**src/design/gtlp_pkg.sv**
```systemverilog
// ----------------------------------------------------------------------------
// gtlp_pkg
// Shared types, codes and the control program of the glyph row generator.
// ----------------------------------------------------------------------------
`default_nettype none

package gtlp_pkg;

  // Default geometry of the font
  localparam int DEF_GLYPH_ROWS  = 14;
  localparam int DEF_GLYPH_COLS  = 8;
  localparam int DEF_GLYPH_COUNT = 96;

  localparam int FIRST_CODE = 32;
  localparam int NUM_PIXELS = 8;

  // Input command codes (tuser on the slave side)
  localparam logic CMD_LOAD = 1'b0;
  localparam logic CMD_DRAW = 1'b1;

  // Result kinds (tuser on the master side)
  localparam logic [1:0] KIND_REG   = 2'd0;
  localparam logic [1:0] KIND_START = 2'd1;
  localparam logic [1:0] KIND_ROW   = 2'd2;

  // Configuration register indexes
  localparam logic CFG_TEXT_COLOR = 1'b0;
  localparam logic CFG_BACK_COLOR = 1'b1;

  // Display controller registers and values
  localparam logic [7:0]  REG_ENTRY_MODE = 8'h05;
  localparam logic [7:0]  REG_WIN_A      = 8'h17;
  localparam logic [7:0]  REG_WIN_B      = 8'h16;
  localparam logic [7:0]  REG_CURSOR     = 8'h21;
  localparam logic [7:0]  REG_GRAM       = 8'h22;
  localparam logic [15:0] ENTRY_NORMAL   = 16'h0038;
  localparam logic [15:0] ENTRY_ROTATED  = 16'h0030;

  // Register write selector of a control word
  localparam logic [2:0] RSEL_NONE   = 3'd0;
  localparam logic [2:0] RSEL_ENTRY  = 3'd1;
  localparam logic [2:0] RSEL_WIN_X  = 3'd2;
  localparam logic [2:0] RSEL_WIN_Y  = 3'd3;
  localparam logic [2:0] RSEL_CURSOR = 3'd4;
  localparam logic [2:0] RSEL_GRAM   = 3'd5;

  // Sequencer operations
  localparam logic [1:0] SEQ_FETCH = 2'd0; // wait for a command
  localparam logic [1:0] SEQ_NEXT  = 2'd1; // advance once the result is out
  localparam logic [1:0] SEQ_ROWS  = 2'd2; // repeat over glyph rows
  localparam logic [1:0] SEQ_JUMP  = 2'd3; // unconditional jump

  localparam int STEP_W = 3;

  localparam logic [STEP_W-1:0] STEP_FETCH  = 3'd0;
  localparam logic [STEP_W-1:0] STEP_ENTRY  = 3'd1;
  localparam logic [STEP_W-1:0] STEP_WIN_X  = 3'd2;
  localparam logic [STEP_W-1:0] STEP_WIN_Y  = 3'd3;
  localparam logic [STEP_W-1:0] STEP_CURSOR = 3'd4;
  localparam logic [STEP_W-1:0] STEP_GRAM   = 3'd5;
  localparam logic [STEP_W-1:0] STEP_ROWS   = 3'd6;

  typedef struct packed {
    logic              emit;
    logic [1:0]        kind;
    logic [2:0]        rsel;
    logic [1:0]        seq_op;
    logic [STEP_W-1:0] target;
  } uc_word_t;

  typedef struct packed {
    uc_word_t uc;
    logic     ready;  // slave side may transfer
    logic     take;   // input transaction this cycle
    logic     fire;   // load the output register this cycle
    logic     last;   // current result closes a character
  } seq_ctl_t;

  // Control program
  function automatic uc_word_t uc_rom(input logic [STEP_W-1:0] step);
    uc_word_t w;
    unique case (step)
      STEP_FETCH:  w = '{1'b0, KIND_REG,   RSEL_NONE,   SEQ_FETCH, STEP_ENTRY};
      STEP_ENTRY:  w = '{1'b1, KIND_REG,   RSEL_ENTRY,  SEQ_NEXT,  STEP_FETCH};
      STEP_WIN_X:  w = '{1'b1, KIND_REG,   RSEL_WIN_X,  SEQ_NEXT,  STEP_FETCH};
      STEP_WIN_Y:  w = '{1'b1, KIND_REG,   RSEL_WIN_Y,  SEQ_NEXT,  STEP_FETCH};
      STEP_CURSOR: w = '{1'b1, KIND_REG,   RSEL_CURSOR, SEQ_NEXT,  STEP_FETCH};
      STEP_GRAM:   w = '{1'b1, KIND_START, RSEL_GRAM,   SEQ_NEXT,  STEP_FETCH};
      STEP_ROWS:   w = '{1'b1, KIND_ROW,   RSEL_NONE,   SEQ_ROWS,  STEP_FETCH};
      default:     w = '{1'b0, KIND_REG,   RSEL_NONE,   SEQ_JUMP,  STEP_FETCH};
    endcase
    return w;
  endfunction

endpackage

`default_nettype wire

```
**src/design/gtlp_sequencer.sv**
```systemverilog
// ----------------------------------------------------------------------------
// gtlp_sequencer
// Step counter over the control program, with the glyph row loop counter.
// ----------------------------------------------------------------------------
`default_nettype none

module gtlp_sequencer
  import gtlp_pkg::*;
#(
  parameter int GLYPH_ROWS = DEF_GLYPH_ROWS,
  localparam int ROW_W     = (GLYPH_ROWS > 1) ? $clog2(GLYPH_ROWS) : 1
) (
  input  wire logic             clk,
  input  wire logic             rst,
  input  wire logic             in_valid,
  input  wire logic             in_command,
  input  wire logic             out_free,
  output seq_ctl_t              ctl,
  output logic      [ROW_W-1:0] row_next
);

  logic [STEP_W-1:0] step;
  logic [STEP_W-1:0] step_next;
  logic [ROW_W-1:0]  row;
  uc_word_t          uc;
  logic              row_last;

  assign uc       = uc_rom(step);
  assign row_last = (row == ROW_W'(GLYPH_ROWS - 1));

  always_comb begin
    ctl.uc    = uc;
    ctl.ready = (uc.seq_op == SEQ_FETCH);
    ctl.take  = ctl.ready && in_valid;
    ctl.fire  = uc.emit && out_free;
    ctl.last  = (uc.seq_op == SEQ_ROWS) && row_last;
  end

  always_comb begin
    step_next = step;
    row_next  = row;
    unique case (uc.seq_op)
      SEQ_FETCH: begin
        row_next = '0;
        if (ctl.take && in_command == CMD_DRAW) begin
          step_next = uc.target;
        end
      end
      SEQ_NEXT: begin
        if (ctl.fire) begin
          step_next = step + STEP_W'(1);
        end
      end
      SEQ_ROWS: begin
        if (ctl.fire) begin
          if (row_last) begin
            step_next = uc.target;
          end else begin
            row_next = row + ROW_W'(1);
          end
        end
      end
      default: begin
        step_next = uc.target;
      end
    endcase
  end

  always_ff @(posedge clk) begin
    if (rst) begin
      step <= STEP_FETCH;
      row  <= '0;
    end else begin
      step <= step_next;
      row  <= row_next;
    end
  end

endmodule

`default_nettype wire

```
**config.mk**
```make
export PLATFORM = sky130hd
export DESIGN_NAME = gtlp_sequencer
export DESIGN_NICKNAME = d
export VERILOG_FILES = /design/src/design/gtlp_pkg.sv /design/src/design/gtlp_sequencer.sv
export SDC_FILE = /design/constraint.sdc
export NUM_CORES = 1
export LEC_CHECK = 0
export ABC_AREA = 1
export ABC_CLOCK_PERIOD_IN_PS = 3300
export CORE_UTILIZATION = 35
export DETAILED_ROUTE_END_ITERATION = 10
export DONT_BUFFER_PORTS = 1
export GPL_ROUTABILITY_DRIVEN = 0
export PLACE_DENSITY = 0.47
export SYNTH_ARGS = -nofsm -noshare
export SYNTH_HDL_FRONTEND = slang
export SYNTH_SLANG_ARGS = --single-unit
```
**constraint.sdc**
```tcl
create_clock -name clk -period 3.3 [get_ports clk]
set_input_delay 0.33 -clock clk [delete_from_list [all_inputs] [get_ports clk]]
set_output_delay 0.33 -clock clk [all_outputs]
set_load 0.03 [all_outputs]
```
==> impl_metrics.yaml <==
synthesis:
  netlist-cell-type-count: 21
  synth_flop_cell: "dfxtp_1"
  synthCells: 108
  syn_avg_cell_area_um2: 5.735
  synth_top_area_cell: "dfxtp_1"
  ys_async_sr_fraction_pct: 0
  synth_most_common_cell: "nand2_1"
  synth.top_cell.area_share_pct: 22.63
  synth_seq_cells: 7
  seq_area_frac_synth_pct: 22.63
  yosys-top-cells-area: "dfxtp_1 23%, nand2_1 19%, inv_1 11%"
  synth-edff-count: 0
  yosysWarningCount: 0
  yosys-top-cells-count: "32 x nand2_1, 18 x inv_1, 16 x nor2_1"
  syn-cell-area_um2: 619.3
layout:
  antenna_cells: 0
  drive_gt1_share_pct: 9.174
  areaGrowthSynthToFinish_pct: 3.030
  final_nets: 118
timing:
  tns_ps: 0
  period_needed_ps: 2317
  whs_ps: 137.5
  worst_slew_pin_slew_ps: 896.2
  max_freq_mhz: 431.5
  maxSlewHeadroom_pct: 39.79
  grt_setup_unrepaired: "no"
  finClkSkew_ps: 1.690
  finalMaxSlewViolations: 0
  setup_viol: 0
  finalCritPeriodShare_pct: 70.22
  final-hold-violation-count: 0
critical_path:
  reg2reg_slack_ps: 1530
  worstSetupPathType: "reg -> out"
  r2r-end: "step[1]"
  r2r_cells: 7
  cp-end-kind: "primary output"
  crit_fanout: 6
  crit_required_ps: 2970
  start_kind: "flop"
  crit_arrival_ps: 1990
  r2r_start: "step[1]"
floorplanning:
  core_um2: 1577
  fp.dieW_um: 44.07
  initial_core_util_pct: 39.29
  rows: 14
  die-area_um2: 1942
  io_pins: 24
  die_h_um: 44.07
global_routing:
  overflow: 0
  grt_first_pass_wirelength_mm: 2.249
  grt_max_degree: 10
  gr-usage-all-layers_pct: 15.99
  antenna_found_initial: 0
  grt_pass1_vias: 506
clock_network:
  cts_root_buffer: "clkbuf_4"
  clockBufferDepth: 2
  cts_tree: "done"
  cts-buffers-inserted: 3
  clock-sinks: 7
  worstSkewPairLatency_ps: 250
  htree_levels: 1
  clkTransAtPathRegs_ps: 50
  hold_buffers: 0
  postCtsResizedCells: 0
  cts_setup_buffers: 0
detailed_routing:
  vias_per_cell: 4.808
  drc: 3
  vias: 601
  drtIter0Drc: 16
  first_pass_iters: 7
  wire_per_inst_um: 10.91
  routed_wirelength_mm: 1.364
  ant_nets: 0
place:
  dpl.hpwl_mm: 1.119
  io_buffers: 0
run_status:
  violations: "design-rule violations"
  status: "complete, but fails checks"
pwr:
  p_total_uw: 653.7
  peakVddDrop_v: 0.0004650
  leakage_nw: 0.3741
  p_per_area_nw_per_um2: 1024
worst_hold_path:
  hold_end: "row[0]"
  min_path_type: "in -> reg"
  hold_path_depth: 1
  min_from: "rst"
run:
  drv_cap: 0
==> flip-flops by register name, indices dropped and copies added, names as in the netlist <==
register / flops
row: 4
step: 3
==> metrics by stage <==
step,std cells,setup WS [ps],utilization [%],area (um2)
after CTS,125,979.4,40.48,638.1
after global routing,125,846.6,40.48,638.1
after global placement,121,1275,38.81,611.8
after detailed placement,121,1264,38.81,611.8
after floorplan,109,1330,-,623.1
final,125,982.6,40.48,638.1
==> routing by layer <==
layer  GRT usage (%)  vias to the layer above  part of all wire, %  routed length [um]
met5               0                        -                    0                   0
met1           24.43                      244                   52                 703
met2           19.71                       27                   35                 477
met4           9.091                        0                  1.7                  23
met3           4.082                        2                   12                 159
li1                -                      328                    -                   -
==> cell type report <==
cell class                 count  area, um2
clock buffer                   4      26.28
sequential                     7      140.1
tap                           16      20.02
inverter                      19      71.32
multi-input combinational     79      380.4
fill                         191      938.4
==> placed cells by master (no fill, tap or decap), drive strengths merged <==
cell,synthesis,layout
nor3,1,1
nand2,34,34
a21oi,6,6
or2,1,1
inv,19,19
xor2,2,2
nand3,7,7
ha,3,3
nor2,17,17
dfxtp,7,7
conb,1,2
o21ai,3,3
nand4,3,3
clkbuf,0,4
==> critical path, cell delays in order (launching register included) <==
cell and delay [ps]:
dfxtp_1 400, inv_1 110, nor2_1 470, or2_2 380, nand2_1 110, nand2_1 260
==> report_power, final <==
group	leakage (nW)	total, mW	switching (mW)	internal (mW)
sequential	0.0571	0.137	0.0338	0.103
combinational	0.302	0.438	0.352	0.0853
clock	0.0150	0.0788	0.0326	0.0462
==> worst max path at each step <==
stage / start / to / slack (ps)
floorplan: step[2] / row_next[0] / 1330
global placement: step[1] / row_next[3] / 1270
detailed placement: step[2] / row_next[2] / 1260
CTS: step[2] / row_next[2] / 980
global route: step[1] / row_next[3] / 850
finish: step[2] / row_next[2] / 980
==> kinds of logic (layout without fill, tap and decap cells) <==
family | count (synthesis) | after routing | share of synthesized area (%)
compound gates | 9 | 9 | 7.878
xor+xnor | 2 | 2 | 2.829
fa+ha+maj | 3 | 3 | 6.061
buf+inv | 23 | 23 | 16.56
flops | 7 | 7 | 22.63
other cells | 1 | 2 | 0.6055
simple gates | 63 | 63 | 43.44
(Power assumes the default switching activity.)
